$ cat src/rtl/skt_pkg.sv
// ----------------------------------------------------------------------------
// skt_pkg
// Shared constants, types and codes for the sorted key table.
// ----------------------------------------------------------------------------
`default_nettype none

package skt_pkg;

  localparam int DEPTH = 256;
  localparam int KEY_W = 32;
  localparam int IDX_W = $clog2(DEPTH);
  localparam int CNT_W = $clog2(DEPTH + 1);
  localparam int POS_W = 9;
  localparam int FUNC_W = 2;

  typedef enum logic [FUNC_W-1:0] {
    OP_LOOKUP = 2'd0,
    OP_INSERT = 2'd1,
    OP_CLEAR  = 2'd2,
    OP_SPARE  = 2'd3
  } op_t;

  typedef enum logic [1:0] {
    REL_EQ = 2'd0,
    REL_GT = 2'd1,
    REL_LT = 2'd2
  } rel_t;

  typedef enum logic [1:0] {
    ST_IDLE,
    ST_SRCH,
    ST_SHIFT,
    ST_DONE
  } state_t;

  // per-cell control, broadcast along the row
  typedef struct packed {
    logic             cmp;
    logic [KEY_W-1:0] key;
  } cell_ctl_t;

  // registered compare result of one cell
  typedef struct packed {
    logic eq;
    logic gt;
  } cell_flag_t;

  // search outcome, valid for one cycle when done is high
  typedef struct packed {
    logic             done;
    logic             found;
    logic [IDX_W-1:0] pos;
    rel_t             rel;
  } srch_res_t;

endpackage

`default_nettype wire

$ cat src/rtl/skt_search.sv
// ----------------------------------------------------------------------------
// skt_search
// Binary-search sequencer over the registered cell flags: one probe a cycle.
// ----------------------------------------------------------------------------
`default_nettype none

module skt_search (
  input  wire                                 clk,
  input  wire                                 rst,
  input  wire                                 start,
  input  wire [skt_pkg::CNT_W-1:0]            cnt,
  input  skt_pkg::cell_flag_t [skt_pkg::DEPTH-1:0] flags,
  output skt_pkg::srch_res_t                  res
);
  import skt_pkg::*;

  logic             busy;
  logic [IDX_W-1:0] first;
  logic [IDX_W-1:0] last;
  logic [IDX_W-1:0] first_next;
  logic [IDX_W-1:0] last_next;
  logic [IDX_W-1:0] mid;
  logic [IDX_W-1:0] span;
  logic [CNT_W-1:0] cnt_m1;
  cell_flag_t       probe;

  assign span   = last - first;
  assign mid    = first + (span >> 1);
  assign probe  = flags[mid];
  assign cnt_m1 = cnt - CNT_W'(1);

  always_comb begin
    res        = '0;
    res.rel    = REL_EQ;
    first_next = first;
    last_next  = last;
    if (busy) begin
      if (probe.eq) begin
        res.done  = 1'b1;
        res.found = 1'b1;
        res.pos   = mid;
      end else if (span == '0) begin
        res.done = 1'b1;
        res.pos  = first;
        res.rel  = probe.gt ? REL_GT : REL_LT;
      end else if (probe.gt) begin
        if (span == IDX_W'(1)) begin
          res.done = 1'b1;
          res.pos  = first;
          res.rel  = REL_GT;
        end else begin
          last_next = mid - IDX_W'(1);
        end
      end else begin
        first_next = mid + IDX_W'(1);
      end
    end
  end

  always_ff @(posedge clk) begin
    if (rst) begin
      busy <= 1'b0;
    end else if (start) begin
      busy <= 1'b1;
    end else if (res.done) begin
      busy <= 1'b0;
    end
  end

  always_ff @(posedge clk) begin
    if (start) begin
      first <= '0;
      last  <= cnt_m1[IDX_W-1:0];
    end else begin
      first <= first_next;
      last  <= last_next;
    end
  end

  a_window_order: assert property (@(posedge clk) disable iff (rst)
    busy |-> first <= last) else $error("search window inverted");

  a_done_busy: assert property (@(posedge clk) disable iff (rst)
    res.done |-> busy) else $error("search done while idle");

  a_start_idle: assert property (@(posedge clk) disable iff (rst)
    start |-> !busy) else $error("search restarted while busy");

endmodule

`default_nettype wire

$ cat config.mk
export PLATFORM = sky130hd
export DESIGN_NAME = skt_search
export DESIGN_NICKNAME = d
export VERILOG_FILES = /design/src/rtl/skt_pkg.sv /design/src/rtl/skt_search.sv
export SDC_FILE = /design/constraint.sdc
export NUM_CORES = 1
export LEC_CHECK = 0
export ABC_AREA = 0
export BUFFER_PORTS_ARGS = -buffer_cell sky130_fd_sc_hd__buf_2
export CAP_MARGIN = 20
export CORE_AREA = 2 2 211 213
export CTS_CLUSTER_DIAMETER = 30
export CTS_CLUSTER_SIZE = 28
export DETAILED_ROUTE_END_ITERATION = 16
export DIE_AREA = 0 0 213 215
export REMOVE_ABC_BUFFERS = 1
export SYNTH_ARGS = -nofsm -noshare
export SYNTH_HDL_FRONTEND = slang
export SYNTH_SLANG_ARGS = --single-unit
$ cat constraint.sdc
create_clock -name clk -period 5.38 [get_ports clk]
set_input_delay 0.807 -clock clk [delete_from_list [all_inputs] [get_ports clk]]
set_output_delay 0.807 -clock clk [all_outputs]
set_load 0.02 [all_outputs]
==> flow_summary.toml, run 1 <==
[status]
status = "finished with violations"
violations = "setup timing"

[synthesis]
synth_area_leaders = "mux4_2 (39%), mux2i_1 (5.6%), nand2_1 (4.5%)"
async_flop_share_pct = 0
yosysTopAreaCell = "mux4_2"
synth_edf_count = 8
synth_top_area_share_pct = 39.2
yosysSeqAreaShare_pct = 6.41
synthesis.area_um2 = 6560
synth_most_common_cell = "mux4_2"
ys_seq_elements = 17
ys_top_cells_by_count = "mux4_2 (114), nand2_1 (79), nand3_1 (42)"
synth_cell_types = 82
ys_warn_count = 0
syn-instance-count = 667
syn_area_per_cell_um2 = 9.83
synth_flop_cell = "dfxtp_1"

[timing]
min_period_ns = 5.88
setup_tns_ns = -4.83
timing.final.ws_setup_ns = -0.503
finalClockSkew_ns = 0.00335
fmax_mhz = 170
fin_hold_ws_ns = 0.560
tightest_slew_ns = 0.632
finalCritPeriodShare_pct = 109
slew_headroom_pct = 57.5
drv_slew = 0
hold_viol_final = 0
setup_viol = 12
rsz0062_at_grt = "true"

[floorplan]
die_height_um = 215
initial_core_util_pct = 15.0
pin_count = 536
fp.dieW_um = 213
die_area_um2 = 45800
rows = 77
design.core.area_um2 = 43600

[clock_tree]
clock-sinks = 17
cts_hold_buf = 0
clockBufferDepth = 2
htree_levels = 1
path_clk_slew_ns = 0.05
clk_latency_ns = 0.25
cts_buffers = 3
cts-root-buf = "clkbuf_16"
cts_tree = "done"

[drt]
drtAntennaViolNets = 0
vias_per_cell = 4.63
drc_errors = 0
dr.pass1.iters = 4
drtIter0Drc = 388
drt_wl_total_um = 41900
wire_per_inst_um = 21.7
num_vias = 8922

[placed_design]
postPlaceCellArea_um2 = 11200
placed_cells = 1905
dpl.hpwl_um = 36200
place_ws_ns = -0.714
gp_congestion = 0.915
port_buffers = 534

[job]
maxCapViolations = 0

[setup_path]
crit_type = "flop to output pin"
required_ns = 4.57
cp-start-kind = "flop"
cp_max_fo = 8
worstPathBufferInverterCount = 9
end_kind = "output pin"
crit_family = "adder cells"
crit_chain = "inv_2, ha_4, inv_2, fa_2, ha_4, inv_2, fa_4, buf_12, buf_16, buf_12, nand2b_2, a21oi_1, or4_4, a311o_1, nand4bb_4, nand4_4, buf_6, nand2_8, buf_8, o32ai_4, buf_6"
slowest_stage = "fa_4"
crit_top_cell = "inv_2"
critPathArrivalTime_ns = 5.08
cpPeakStageDelay_ns = 0.70

[power_and_ir_drop]
combPwrFrac_pct = 96.9
ir_drop_uv = 518
p_int_mw = 6.40
power_switching_mw = 6.37
power.leakage_nw = 5.42
p_clk_share_pct = 1.2
total_power_mw = 12.8
p_sw_share_pct = 49.9
power_frac_seq_pct = 1.9
power_density_nw_per_um2 = 1060

[hold_path]
hp-class = "flop to flop"

[global_routing]
grt.total_usage_pct = 17.6
grt_max_degree = 31
gr-total-overflow = 0
antenna_found_initial = 10
grt_pass1_wl_um = 59200
grt_pass1_vias = 9461

[final_layout]
drive_gt1_share_pct = 69.6
fill_cells = 4623
utilization_pct = 27.6
nets = 1877
final_cells = 1927
area_growth_pct = 83.5
finalInstanceArea_um2 = 12000
-- power groups by stage --
stage	clock network [mW]	registers (mW)	logic, mW
4_1_cts	0.154	0.240	12.0
2_1_floorplan	0	0.225	6.03
3_3_place_gp	0	0.239	10.8
3_5_place_dp	0	0.238	11.0
6_report	0.151	0.241	12.4
5_1_grt	0.159	0.244	13.3
-- per-layer routing --
metal	wire (um)	GRT usage, %	up-vias	share of wire (%)
met5	44	0	-	0.11
met4	1340	5.24	6	3.2
met3	1970	1.55	58	4.7
met2	21100	31.8	410	50
met1	17400	22.0	4374	42
li1	-	-	4074	-
-- worst register-to-register path, stage by stage (launching register included) --
cell       delay (ns)
edfxtp_1         0.37
inv_2            0.09
ha_4             0.12
inv_2            0.03
fa_2             0.56
ha_4             0.15
inv_2            0.04
fa_4             0.70
buf_12           0.20
buf_16           0.15
buf_12           0.15
nand2b_2         0.16
a21oi_1          0.06
or4_4            0.51
a311o_1          0.33
nand4bb_4        0.24
nand4_4          0.12
buf_6            0.14
nand2_8          0.09
buf_8            0.17
buf_4            0.13
nor2_1           0.39
a211oi_1         0.14
-- final cells by class --
cell class,count,area (um2),share of cell area [%]
multi-input cells,565,6180,51.4
repair buffers,720,4500,37.4
inverters,25,101,0.842
diodes,4,10.0,0.0832
flip-flops and latches,17,420,3.49
clock buffers,4,78.8,0.655
well taps,592,741,6.16
-- what timing repair did --
item / CTS / global route
cloned: 1 / 1
setup buffers: 13 / 7
resized for setup: 73 / 54
setup endpoints to repair: 21 / 27
pin swaps: 16 / 23
-- state kept, by name (all words and copies together), names as in the netlist --
name   count
busy       1
last       8
first      8
-- placed cells by master (no fill, tap or decap), types with 16 or more instances in the layout --
cell / n
buf_2: 522
buf_4: 154
mux4_2: 114
nand2_1: 79
nand3_1: 40
mux2i_1: 35
nor2_1: 28
a21oi_1: 22
buf_12: 22
inv_1: 20
o21ai_0: 20
buf_6: 16
-- cell families (layout without fill, tap and decap cells) --
group | after synthesis | in the layout | share of synthesized area (%)
simple gates | 210 | 210 | 15.6
buf+inv | 85 | 749 | 7.25
mux | 159 | 159 | 46.6
xor+xnor | 22 | 22 | 3.05
compound gates | 153 | 153 | 16.8
flops | 17 | 17 | 6.41
other cells | 0 | 4 | 0
fa+ha+maj | 21 | 21 | 4.24
-- final timing paths --
| kind | to | depth (start not counted) | startpoint | slack (ns) |
|---|---|---|---|---|
| max | res[8] | 21 | last[0]$_DFFE_PP_ | -0.50 |
| min | first[7]$_SDFFE_PP0P_ | 2 | first[7]$_SDFFE_PP0P_ | 0.56 |
| max reg2reg | first[6]$_SDFFE_PP0P_ | 22 | last[0]$_DFFE_PP_ | 0.20 |
| min reg2reg | first[7]$_SDFFE_PP0P_ | 2 | first[7]$_SDFFE_PP0P_ | 0.56 |
No activity file was read; power rests on OpenSTA's default activity.
==> run 2: changes to the inputs <==
==> constraint.sdc (replaced) <==
create_clock -name clk -period 5.38 [get_ports clk]
set_input_delay 0 -clock clk [delete_from_list [all_inputs] [get_ports clk]]
set_output_delay 0 -clock clk [all_outputs]
set_load 0.02 [all_outputs]
==> run 2 against run 1 <==
Against the previous run:
- the run now ends clean
- clock skew up 0.00054 ns
- global-route usage down 0.79 points
- first-iteration DRC count up 9.0%
- total power down 18%
- combinational power down 19%
- die area unchanged
- core utilization down 3.2 points
- final area down 12%
- sequential power about the same
- register-to-register slack better by 0.06 ns
- worst setup slack better by 0.69 ns
==> flow_summary.toml, run 2 (synthesis results as in run 1) <==
[setup_path]
crit_chain = "ha_1, nor2b_1, o21ai_0, a21boi_1, o21a_1, o41a_1, xnor2_1, inv_1, ha_1, inv_1, nor2_1, a211oi_1, a311oi_2, buf_4, o211ai_1, nand4_2, or2_4, inv_1, o2bb2ai_1, clkbuf_4"
critPathArrivalTime_ns = 5.19
worstPathBufferInverterCount = 5
slowest_stage = "a211oi_1"
end_kind = "output pin"
cp_max_fo = 8
cp-start-kind = "flop"
crit_top_cell = "inv_1"
crit_type = "flop to output pin"
crit_family = "compound AO/OA/AOI/OAI gates"
r2r_cells = 21
required_ns = 5.38
crit_cells = 20
cpPeakStageDelay_ns = 0.68

[timing]
fmax_mhz = 193
setup_tns_ns = 0
tightest_slew_ns = 0.805
min_period_ns = 5.19
fin_hold_ws_ns = 0.157
drv_slew = 0
rsz0062_at_grt = "true"
finalClockSkew_ns = 0.00389
setup_viol = 0
finalCritPeriodShare_pct = 96.5
slew_headroom_pct = 46.0
hold_viol_final = 0

[placed_design]
gp_congestion = 0.926
port_buffers = 534
postPlaceCellArea_um2 = 10200
dpl.hpwl_um = 35200

[floorplan]
die_height_um = 215
initial_core_util_pct = 15.0
fp.dieW_um = 213
die_area_um2 = 45800
rows = 77
pin_count = 536
design.core.area_um2 = 43600

[clock_tree]
cts-root-buf = "clkbuf_16"
clockBufferDepth = 2
path_clk_slew_ns = 0.05
htree_levels = 1
clk_latency_ns = 0.25
cts_buffers = 3
clock-sinks = 17
cts_tree = "done"

[hold_path]
min_path_cells = 2
hp-class = "input port to flop"

[final_layout]
nets = 1762
layout_common_cells = "buf_2 (526), mux4_2 (114), nand2_1 (79)"
largestRegisters = "first: 8 flops, last: 8 flops, busy: 1 flops"
finalInstanceArea_um2 = 10600
final_common_cell = "buf_2"
fill_cells = 4732
drive_gt1_share_pct = 64.0
area_growth_pct = 62.2

[drt]
drt_wl_total_um = 41000
num_vias = 8414
drc_errors = 0
vias_per_cell = 4.63
wire_per_inst_um = 22.6
drtIter0Drc = 423
dr.pass1.iters = 5
drtAntennaViolNets = 0

[power_and_ir_drop]
ir_drop_uv = 365
power_switching_mw = 5.81
combPwrFrac_pct = 96.3
p_sw_share_pct = 55.3
power_density_nw_per_um2 = 988
p_clk_share_pct = 1.4
p_int_mw = 4.70
power.leakage_nw = 4.72
total_power_mw = 10.5
power_frac_seq_pct = 2.3

[global_routing]
gr-total-overflow = 0
grt.total_usage_pct = 16.8
antenna_found_initial = 13
grt_pass1_wl_um = 56700
grt_pass1_vias = 8789
grt_max_degree = 35

[job]
maxCapViolations = 0

[status]
status = "completed"
## run 2: changes by cell type in the layout (fill, tap and decap cells not counted), moves of 4 or more
cell / previous run / this run
a21oi_1: 22 / 26
a21oi_2: 6 / 1
buf_12: 22 / 8
buf_2: 522 / 526
buf_4: 154 / 65
buf_6: 16 / 1
buf_8: 4 / 0
diode_2: 4 / 9
inv_1: 20 / 24
inv_2: 4 / 0
o21ai_0: 20 / 24
o32ai_4: 6 / 0
## run 2: through the flow
step           setup slack, ns  utilization [%]  std cells
2_1_floorplan            -2.32                -        607
3_3_place_gp             0.271             23.4       1794
3_5_place_dp             0.242             23.4       1794
4_1_cts                 0.0176             23.7       1802
5_1_grt                -0.0679             24.3       1812
6_report                 0.188             24.4       1817
## run 2: cell type report
| cell class | instances | area, um2 | share of cell area [%] |
|---|---|---|---|
| flip-flops and latches | 17 | 420 | 3.95 |
| clock buffers | 3 | 75.1 | 0.706 |
| inverters | 25 | 98.8 | 0.929 |
| repair buffers | 603 | 3330 | 31.3 |
| well taps | 592 | 741 | 6.96 |
| clock inverters | 1 | 5.00 | 0.0470 |
| diodes | 9 | 22.5 | 0.212 |
| multi-input cells | 567 | 5940 | 55.8 |
## run 2: per-layer routing
metal	track usage, %	share of wire, %	vias up	routed length [um]
met1	21.1	42	4152	17100
met5	0	0.18	-	72
met4	2.82	1.4	10	567
met3	2.00	5.3	30	2160
li1	-	-	3844	-
met2	30.9	52	378	21100
## run 2: power groups by stage
stage	sequential (mW)	clock, mW	combinational (mW)
after floorplan	0.225	0	6.03
after global placement	0.241	0	9.49
after detailed placement	0.242	0	9.56
after CTS	0.240	0.149	9.68
after global routing	0.242	0.157	11.0
final	0.240	0.149	10.1
## run 2: path summary, 6_finish.rpt
path | start | endpoint | slack [ns]
worst min register to register | first[1]$_SDFFE_PP0P_ | first[1]$_SDFFE_PP0P_ | 0.52
worst max-delay path | last[1]$_DFFE_PP_ | res[2] | 0.19
worst max register to register | last[1]$_DFFE_PP_ | last[1]$_DFFE_PP_ | 0.26
worst min-delay path | cnt[0] | last[0]$_DFFE_PP_ | 0.16
## run 2: worst register-to-register path: cells and delay by family (launching register included)
family,cells,cell delay [ns]
buf+inv,5,0.89
flops,1,0.43
xor+xnor,1,0.27
compound gates,8,2.05
simple gates,5,0.55
fa+ha+maj,2,0.64
## run 2: what timing repair did
| action | in CTS | in global routing |
|---|---|---|
| gates resized for setup | 3 | 39 |
| hold buffers | 1 | 0 |
| pin swaps | 2 | 10 |
| setup buffers | 3 | 3 |
| setup endpoints to repair | 3 | 26 |
| gates cloned | 0 | 3 |
| endpoints found under the hold margin | 1 | 0 |
