## src/rtl/skt_pkg.sv

```systemverilog
// ----------------------------------------------------------------------------
// skt_pkg
// Shared constants, types and codes for the sorted key table.
// ----------------------------------------------------------------------------
`default_nettype none

package skt_pkg;

  localparam int DEPTH = 256;
  localparam int KEY_W = 32;
  localparam int IDX_W = $clog2(DEPTH);
  localparam int CNT_W = $clog2(DEPTH + 1);
  localparam int POS_W = 9;
  localparam int FUNC_W = 2;

  typedef enum logic [FUNC_W-1:0] {
    OP_LOOKUP = 2'd0,
    OP_INSERT = 2'd1,
    OP_CLEAR  = 2'd2,
    OP_SPARE  = 2'd3
  } op_t;

  typedef enum logic [1:0] {
    REL_EQ = 2'd0,
    REL_GT = 2'd1,
    REL_LT = 2'd2
  } rel_t;

  typedef enum logic [1:0] {
    ST_IDLE,
    ST_SRCH,
    ST_SHIFT,
    ST_DONE
  } state_t;

  // per-cell control, broadcast along the row
  typedef struct packed {
    logic             cmp;
    logic [KEY_W-1:0] key;
  } cell_ctl_t;

  // registered compare result of one cell
  typedef struct packed {
    logic eq;
    logic gt;
  } cell_flag_t;

  // search outcome, valid for one cycle when done is high
  typedef struct packed {
    logic             done;
    logic             found;
    logic [IDX_W-1:0] pos;
    rel_t             rel;
  } srch_res_t;

endpackage

`default_nettype wire

```

## src/rtl/skt_cell.sv

```systemverilog
// ----------------------------------------------------------------------------
// skt_cell
// One table slot: holds a key, compares it with the broadcast key and takes
// its left neighbour's key or the new key during an insert shift.
// ----------------------------------------------------------------------------
`default_nettype none

module skt_cell (
  input  wire                       clk,
  input  wire                       rst,
  input  skt_pkg::cell_ctl_t        ctl,
  input  wire                       ld_key,
  input  wire                       ld_prev,
  input  wire [skt_pkg::KEY_W-1:0]  prev_entry,
  output logic [skt_pkg::KEY_W-1:0] entry,
  output skt_pkg::cell_flag_t       flag
);
  import skt_pkg::*;

  // payload, no reset
  always_ff @(posedge clk) begin
    if (ld_key) begin
      entry <= ctl.key;
    end else if (ld_prev) begin
      entry <= prev_entry;
    end
  end

  always_ff @(posedge clk) begin
    if (rst) begin
      flag <= '0;
    end else if (ctl.cmp) begin
      flag.eq <= (entry == ctl.key);
      flag.gt <= (entry > ctl.key);
    end
  end

endmodule

`default_nettype wire

```

## config.mk

```make
export PLATFORM = sky130hd
export DESIGN_NAME = skt_cell
export DESIGN_NICKNAME = d
export VERILOG_FILES = /design/src/rtl/skt_pkg.sv /design/src/rtl/skt_cell.sv
export SDC_FILE = /design/constraint.sdc
export NUM_CORES = 1
export LEC_CHECK = 0
export BUFFER_PORTS_ARGS = -buffer_cell sky130_fd_sc_hd__buf_2
export CAP_MARGIN = 20
export CORE_ASPECT_RATIO = 0.6
export CORE_MARGIN = 8
export CORE_UTILIZATION = 47
export DETAILED_ROUTE_END_ITERATION = 10
export PLACE_DENSITY_LB_ADDON = 0.12
export SLEW_MARGIN = 20
export SYNTH_ARGS = -nofsm -noshare
export SYNTH_HDL_FRONTEND = slang
export SYNTH_SLANG_ARGS = --single-unit
export TNS_END_PERCENT = 100
```

## constraint.sdc

```tcl
create_clock -name clk -period 2 [get_ports clk]
set_input_delay 0.4 -clock clk [delete_from_list [all_inputs] [get_ports clk]]
set_output_delay 0.4 -clock clk [all_outputs]
set_load 0.05 [all_outputs]
```

==> results of run 1 <==
-- state kept, by name, summed over array words and instances, names as in the netlist --
name,count
flag,2
entry,32
-- critical path, stage by stage (launching register included) --
cell	delay [ns]
edfxtp_1	0.39
ha_1	0.34
nand4_2	0.15
nor4_4	0.36
o311ai_1	0.15
a311oi_1	0.28
-- final cells by class --
type                            instances  area share, %
Multi-Input combinational cell        117           37.6
Clock buffer                            8           3.08
Sequential cell                        34           34.3
Tap cell                               63           2.70
Inverter                               34           4.37
Timing Repair Buffer                  104           18.0
-- per-layer routing --
layer	GRT usage, %	part of all wire (%)	vias up
met2	22.9	43	57
met5	0	0	-
met3	6.96	8.9	8
met4	4.25	1.0	0
met1	18.9	47	786
li1	-	-	903
-- power by group through the flow --
stage          registers, uW  logic [uW]  clock network [uW]
3_3_place_gp             925         727                   0
6_report                 913         732                 528
4_1_cts                  913         740                 544
2_1_floorplan           1190         255                   0
5_1_grt                  922         795                 570
3_5_place_dp             928         736                   0
-- cells in the final DEF, fill, tap and decap left out, types with 3 or more instances in the layout --
| cell | instances |
|---|---|
| buf_2 | 102 |
| a21oi_1 | 13 |
| edfxtp_1 | 32 |
| mux2_2 | 32 |
| inv_1 | 34 |
| clkbuf_8 | 6 |
| a21o_1 | 3 |
| nor2_1 | 5 |
| nand2_1 | 3 |
| nand4_1 | 5 |
| o21ai_0 | 3 |
| nand3_1 | 3 |
| nand4_2 | 3 |
| ha_1 | 32 |
-- final timing paths --
check	start	end	slack, ns	cells after the start
setup / recovery	entry[19]	flag[0]	0.22	5
setup reg to reg	entry[19]	flag[0]	0.22	5
hold / removal	rst	flag[0]	0.29	2
hold reg to reg	flag[1]	flag[1]	0.49	2
-- stage by stage --
step / power [uW] / area [um2]
after global placement: 1650 / 2830
final: 2170 / 2920
after detailed placement: 1660 / 2830
after global routing: 2290 / 2920
after floorplan: 1450 / 2250
after CTS: 2200 / 2920
-- cells by family (layout without fill, tap and decap cells) --
| group | after synthesis | in the layout | synth area share [%] |
|---|---|---|---|
| compound gates | 28 | 28 | 7.74 |
| simple gates | 25 | 25 | 7.30 |
| mux | 32 | 32 | 16.0 |
| flops | 34 | 34 | 44.6 |
| fa+ha+maj | 32 | 32 | 17.8 |
| buf+inv | 38 | 146 | 6.52 |
==> metrics, run 1 <==
number of diodes 0; Startpoint Class register; Post-DRT Antenna Nets 0; Synth Register Bits 34; area fraction of the dominant cell type after synthesis 42.8%; Post-CTS Setup Inserts 0; Reg power frac roughly two fifths; Worst Path Class, Setup reg2reg; Final Wtd Congestion about 0.77; worst endpoint data arrival time a little under 2 ns; Slew @ Worst Pin 0.769 ns; count leader, synth inv_1; I/O pins 103; post-layout min period between 1.5 and 2 ns; leakage power around 0.0015 uW; combinational power share 33.7%; IO Port Bufs 102; Final #Nets 397; Synth Flop Type edfxtp_1; Synth top cells by count 34 x inv_1, 32 x edfxtp_1, 32 x ha_1, 32 x mux2_2, 13 x a21oi_1; fillers 405; DRT iter0 DRCs 57; Peak VDD IR 0.422 mV; Die H 69.5 um; row cnt 19; unrepaired setup endpoints after global routing no; register area between 1000 and 1500 um2; Post-Syn Nets 290; Crit. End Element register; clk root buf clkbuf_8; setup TNS 0 ns; pre-CTS setup slack 0.107 ns; Syn Area/Cell ~12 um2; CTS Hold Bufs 0; post-synthesis sequential area ratio 44.6%; Async SR Flop Fraction 0%; global route overflow 0; number of synthesized flops with an enable pin 32; internal power 1400 uW; residual DRC count 0; Cell Area, Synth 2250 um2; max cap viols 0; Ys Warns 0; Reg clk slew, reported paths 0.07 ns; Initial Util 49.0%; initial antenna violation count 0; GRT Util Overall 15.2%; Net Switching 775 uW; HP Class in2reg; Worst Hold Slack 0.294 ns; total die area roughly 7300 um2; final core utilization 63.7%; Cell Count, Final, Fillers Out 360; Slew Viols, Final 0; final hold viol count 0; Synth area leaders edfxtp_1 43%, ha_1 18%, mux2_2 16%; via/cell ratio 4.87; placed cells approximately 350; Worst EP required ~2.2 ns; Synth area leader edfxtp_1; Clock Skew 0.00472 ns; Core Region 4590 um2; relative slew slack approximately 50%; TritonCTS Buffers 5; post-synthesis instance total 189; Highest Clock Rate 563 MHz; Crit Path Max Fanout 3; final setup vio count 0; WL/cell 15.4 um; vias in the first global route between 1500 and 2000; clock latency on the worst-skew pair 0.29 ns; Clock Sinks 34; clock buffer depth 2; Synth-to-Final Area Change 30.1%; first-pass GRT wire length roughly 9000 um; detailed placement HPWL 4560 um; synth unique cells 27; multi-input logic area 1100 um2; Die W 105 um; largest net degree at the start of global routing 33; status completed; TritonCTS clock tree yes; post-CTS resize count 0; final worst slack between 0.2 and 0.25 ns; vias 1754; final wirelength 5540 um; share of cells above drive strength 1 49.5%; PD cells 744 nW/um2; Switching Share 35.6%; H-Tree Depth 2; fin crit share approximately 90%; drt first pass iters 4; Clock power frac 24.3%
Note: power is estimated with default switching activity, not from simulation.
==> run 2, diff against run 1 <==
--- a/config.mk
+++ b/config.mk
@@ -11,6 +11,7 @@
 export CORE_MARGIN = 8
 export CORE_UTILIZATION = 47
 export DETAILED_ROUTE_END_ITERATION = 10
+export GPL_TIMING_DRIVEN = 0
 export PLACE_DENSITY_LB_ADDON = 0.12
 export SLEW_MARGIN = 20
 export SYNTH_ARGS = -nofsm -noshare
==> run 2 against run 1 <==
Net effect:
- clock-buffer cell count unchanged
- final area shrank 0.39%
- setup slack got worse by 0.026 ns
- combinational power is essentially flat
- critical path type unchanged
- via count shrank 0.29%
- flip-flop and latch count unchanged
==> metrics, run 2 (synthesis results as in run 1) <==
drt first pass iters 4 (unchanged); via/cell ratio 4.84 (-0.56%); vias 1749 (-0.29%); first-pass GRT wire length 9010 um (-0.61%); R2R Setup Slk 0.20 ns (-0.03 ns); Top reg by flops entry; final wirelength 5440 um (-1.9%); Slew @ Worst Pin 0.772 ns (+0.00346 ns); Post-CTS Setup Inserts 0 (unchanged); unrepaired setup endpoints after global routing no; Reg clk slew, reported paths 0.06 ns (about the same); Worst EP required 2.19 ns (about the same); Synth-to-Final Area Change 29.6%; Crit Path Max Fanout 3 (unchanged); Clock Skew 0.00485 ns (+0.000139 ns); number of flip-flops under the largest register name 32 (unchanged); final core utilization 63.4% (-0.25 points); fin crit share 90.0% (+1.3 points); leakage power 0.00148 uW (-0.44%); Crit. End Element register; clock buffer depth 2 (unchanged); Worst Path Class, Setup reg2reg; share of cells above drive strength 1 49.0% (-0.50 points); Die W 105 um (unchanged); row cnt 19 (unchanged); max cap viols 0 (unchanged); relative slew slack 48.5% (-0.23 points); post-CTS resize count 0 (unchanged); worst endpoint data arrival time 2.00 ns (+0.03 ns); number of diodes 0 (unchanged); biggest regs entry: 32 flops, flag: 2 flops; pre-CTS setup slack -0.0569 ns (-0.164 ns); placed cell area 2830 um2 (about the same); status completed; post-layout min period 1.80 ns (+0.0255 ns); Startpoint Class register; Slew Viols, Final 0 (unchanged); cell area after layout 2910 um2 (-0.39%); detailed placement HPWL 4520 um (-0.85%); Final #Nets 398 (+0.25%); residual DRC count 0 (unchanged); final setup vio count 0 (unchanged); Core Region 4590 um2 (unchanged); vias in the first global route 1892 (-2.5%); H-Tree Depth 2 (unchanged); most common cell after layout, fill and taps aside buf_2; HP Class in2reg; final worst slack 0.199 ns (-0.0255 ns); Highest Clock Rate 555 MHz (-1.4%); clk root buf clkbuf_8; global route overflow 0 (unchanged); clock latency on the worst-skew pair 0.28 ns (about the same); I/O pins 103 (unchanged); GRT Util Overall 15.2% (+0.062 points); largest net degree at the start of global routing 33 (unchanged); commonest non-fill, non-tap cells in the layout 104 x buf_2, 34 x inv_1, 32 x mux2_2, 32 x ha_1, 32 x edfxtp_1; WL/cell 15.1 um (-2.2%); Peak VDD IR 0.462 mV (+9.5%); final hold viol count 0 (unchanged); CTS Hold Bufs 0 (unchanged); Post-DRT Antenna Nets 0 (unchanged); TritonCTS Buffers 5 (unchanged); Initial Util 49.0% (unchanged); TritonCTS clock tree yes; total die area 7320 um2 (unchanged); PD cells 731 nW/um2 (-1.7%); Final Wtd Congestion 0.766 (-0.49%); DRT iter0 DRCs 48 (-16%); Clock Sinks 34 (unchanged); initial antenna violation count 0 (unchanged); Worst Hold Slack 0.295 ns (+0.00103 ns); IO Port Bufs 101 (-0.98%); Die H 69.5 um (unchanged)
[run 2: changes by cell type in the layout (fill, tap and decap cells not counted), sizes merged]
cell,change
clkbuf,+1
[run 2: final timing paths]
path / from / end / depth (start not counted)
setup / recovery: entry[21] / flag[0] / 5
hold / removal: rst / flag[0] / 2
setup reg to reg: entry[21] / flag[0] / 5
hold reg to reg: flag[1] / flag[1] / 2
[run 2: cell type report]
class / count / area (um2)
Clock buffer: 8 / 80.1
Sequential cell: 34 / 1000
Multi-Input combinational cell: 117 / 1100
Buffer: 4 / 18.8
Inverter: 34 / 128
Timing Repair Buffer: 101 / 505
Fill cell: 411 / 1680
Tap cell: 63 / 78.8
[run 2: worst max-delay path: stages, from the launching register on]
cell      delay (ns)
edfxtp_1        0.41
ha_1            0.34
nand4_2         0.16
nor4_4          0.37
o311ai_1        0.15
a311oi_1        0.28
[run 2: power by group]
part	switching [uW]	total [uW]	internal [uW]	leakage, uW
registers	43.9	914	870	0.000342
clock network	235	483	247	0.0000395
logic	483	731	248	0.00110
[run 2: routing by layer]
metal | wire length [um] | vias to the layer above | global-route usage (%) | part of all wire [%]
met4 | 61 | 0 | 5.66 | 1.1
li1 | - | 905 | - | -
met3 | 447 | 5 | 6.59 | 8.2
met2 | 2330 | 55 | 22.8 | 43
met1 | 2590 | 784 | 18.9 | 48
met5 | 0 | - | 0 | 0
[run 2: stage by stage]
| step | instances | TNS (ns) | power, uW |
|---|---|---|---|
| after floorplan | 189 | 0 | 1450 |
| after global placement | 353 | -2.18 | 1650 |
| after detailed placement | 353 | -1.77 | 1660 |
| after CTS | 361 | 0 | 2150 |
| after global routing | 361 | 0 | 2250 |
| final | 361 | 0 | 2130 |
==> run 3, diff against run 2 <==
--- a/config.mk
+++ b/config.mk
@@ -13,6 +13,7 @@
 export DETAILED_ROUTE_END_ITERATION = 10
 export GPL_TIMING_DRIVEN = 0
 export PLACE_DENSITY_LB_ADDON = 0.12
+export RECOVER_POWER = 100
 export SLEW_MARGIN = 20
 export SYNTH_ARGS = -nofsm -noshare
 export SYNTH_HDL_FRONTEND = slang
==> run 3 against run 2 <==
Net effect:
- global-route usage stayed put
- final area fell by 1.5%
- sequential share of layout area grew 0.54 points
- hold slack worse by 0.0014 ns
- clock power about the same
- first-iteration DRC count shrank 2.1%
- critical path type unchanged
- clock skew is 0.00077 ns higher
- clock-buffer cell count is the same
- sequential power about the same
- register-to-register slack barely moved
- flip-flop and latch count unchanged
==> metrics, run 3 (synthesis results as in run 1) <==
status completed; post-layout min period 1.80 ns (-0.000642 ns); PD cells 736 nW/um2 (+0.64%); crit-path max cell delay 0.41 ns (about the same); vias 1735 (-0.80%); global route overflow 0 (unchanged); Slew Viols, Final 0 (unchanged); final wirelength 5460 um (+0.37%); Slew @ Worst Pin 0.767 ns (-0.00501 ns); placed cell area 2830 um2 (unchanged); GRT Util Overall 15.2% (unchanged); largest net degree at the start of global routing 33 (unchanged); Worst path depth 5 (unchanged); leakage power 0.00138 uW (-6.9%); Reg2Reg Capture Point flag[0]; grt met2 use 22.8% (unchanged); Clock Sinks 34 (unchanged); Worst EP required 2.20 ns (about the same); cell area after layout 2870 um2 (-1.5%); clk root buf clkbuf_8; Worst Hold End flag[0]; Worst Path Class, Setup reg2reg; r2r startpoint entry[21]; worst endpoint data arrival time 2.00 ns (about the same); final core utilization 62.4% (-0.98 points); clock buffer depth 2 (unchanged); GR Util met1 18.9% (unchanged); Slowest-stage cell, CP edfxtp_1; Worst Hold Launch rst; via/cell ratio 4.81 (-0.80%); Clock Skew 0.00562 ns (+0.000769 ns); number of diodes 0 (unchanged); commonest non-fill, non-tap cells in the layout 68 x buf_2, 40 x clkbuf_1, 34 x inv_1; Reg clk slew, reported paths 0.07 ns (about the same); Final #Nets 398 (unchanged); CTS Hold Bufs 0 (unchanged); TritonCTS clock tree yes; clock latency on the worst-skew pair 0.28 ns (about the same); Core Region 4590 um2 (unchanged); IO Port Bufs 101 (unchanged); WL/cell 15.1 um (+0.37%); row cnt 19 (unchanged); first-pass GRT wire length 9010 um (unchanged); Highest Clock Rate 555 MHz (about the same); share of cells above drive strength 1 36.9% (-12 points); fin crit share 90.0% (about the same); Post-CTS Setup Inserts 0 (unchanged); Startpoint Class register; detailed placement HPWL 4520 um (unchanged); crit path buf inv count 0 (unchanged); Die H 69.5 um (unchanged); initial antenna violation count 0 (unchanged); Die W 105 um (unchanged); number of flip-flops under the largest register name 32 (unchanged); GR peak layer met2; Top delay family on crit path simple AND/OR/NAND/NOR gates; final setup vio count 0 (unchanged); Power Total 2110 uW (-0.92%); CP cell instances ha_1, nand4_2, nor4_4, o311ai_1, a311oi_1; residual DRC count 0 (unchanged); Synth-to-Final Area Change 27.6%; post-CTS resize count 0 (unchanged); Crit Path Max Fanout 3 (unchanged); R2R Setup Slk 0.20 ns (about the same); most common cell after layout, fill and taps aside buf_2; WHS Path Cells 2 (unchanged); Peak VDD IR 0.457 mV (-1.2%); Initial Util 49.0% (unchanged); Post-DRT Antenna Nets 0 (unchanged); total die area 7320 um2 (unchanged); met3 usage 6.59% (unchanged); drt first pass iters 4 (unchanged); final hold viol count 0 (unchanged); I/O pins 103 (unchanged); max cap viols 0 (unchanged); unrepaired setup endpoints after global routing no; biggest regs entry: 32 flops, flag: 2 flops; Worst Hold Slack 0.294 ns (-0.00143 ns); vias in the first global route 1892 (unchanged); FF-to-FF path depth 5 (unchanged); H-Tree Depth 2 (unchanged); Crit. End Element register; relative slew slack 48.8% (+0.33 points); Top reg by flops entry; TritonCTS Buffers 5 (unchanged); DRT iter0 DRCs 47 (-2.1%); HP Class in2reg; Final Wtd Congestion 0.766 (unchanged)
[run 3: cell types whose count changed in the layout (fill, tap and decap cells not counted)]
cell / delta
buf_2: -36
clkbuf_1: +36
[run 3: metrics by stage]
stage               std cells  setup WS [ns]  setup TNS, ns
finish                    361          0.200              0
global route              361         0.0568              0
CTS                       361          0.199              0
detailed placement        353        -0.0569          -1.77
global placement          353        -0.0697          -2.18
floorplan                 189          0.108              0
[run 3: per-layer routing]
layer,vias up,routed length [um]
met5,-,0
met1,766,2590
met4,0,61
met2,59,2330
li1,905,-
met3,5,469
[run 3: worst max-delay path by stage]
stage	startpoint	endpoint	slack [ns]
finish	entry[21]	flag[0]	0.20
global placement	ld_key	entry[0]	-0.07
detailed placement	ld_key	entry[3]	-0.06
global route	entry[21]	flag[0]	0.06
CTS	entry[21]	flag[0]	0.20
floorplan	entry[19]	flag[0]	0.11
[run 3: final cells by class]
| type | instances | area, um2 |
|---|---|---|
| Multi-Input combinational cell | 117 | 1100 |
| Buffer | 4 | 16.3 |
| Timing Repair Buffer | 101 | 463 |
| Inverter | 34 | 128 |
| Fill cell | 434 | 1720 |
| Clock buffer | 8 | 80.1 |
| Sequential cell | 34 | 1000 |
| Tap cell | 63 | 78.8 |
[run 3: worst register-to-register path, stage by stage (launching register included)]
cell,delay [ns]
edfxtp_1,0.41
ha_1,0.34
nand4_2,0.17
nor4_4,0.36
o311ai_1,0.15
a311oi_1,0.28
[run 3: power by group]
part	leakage, uW	switching (uW)	internal, uW
logic	0.000996	483	226
clock network	0.0000395	235	247
registers	0.000342	46.3	871
total	0.00138	764	1340
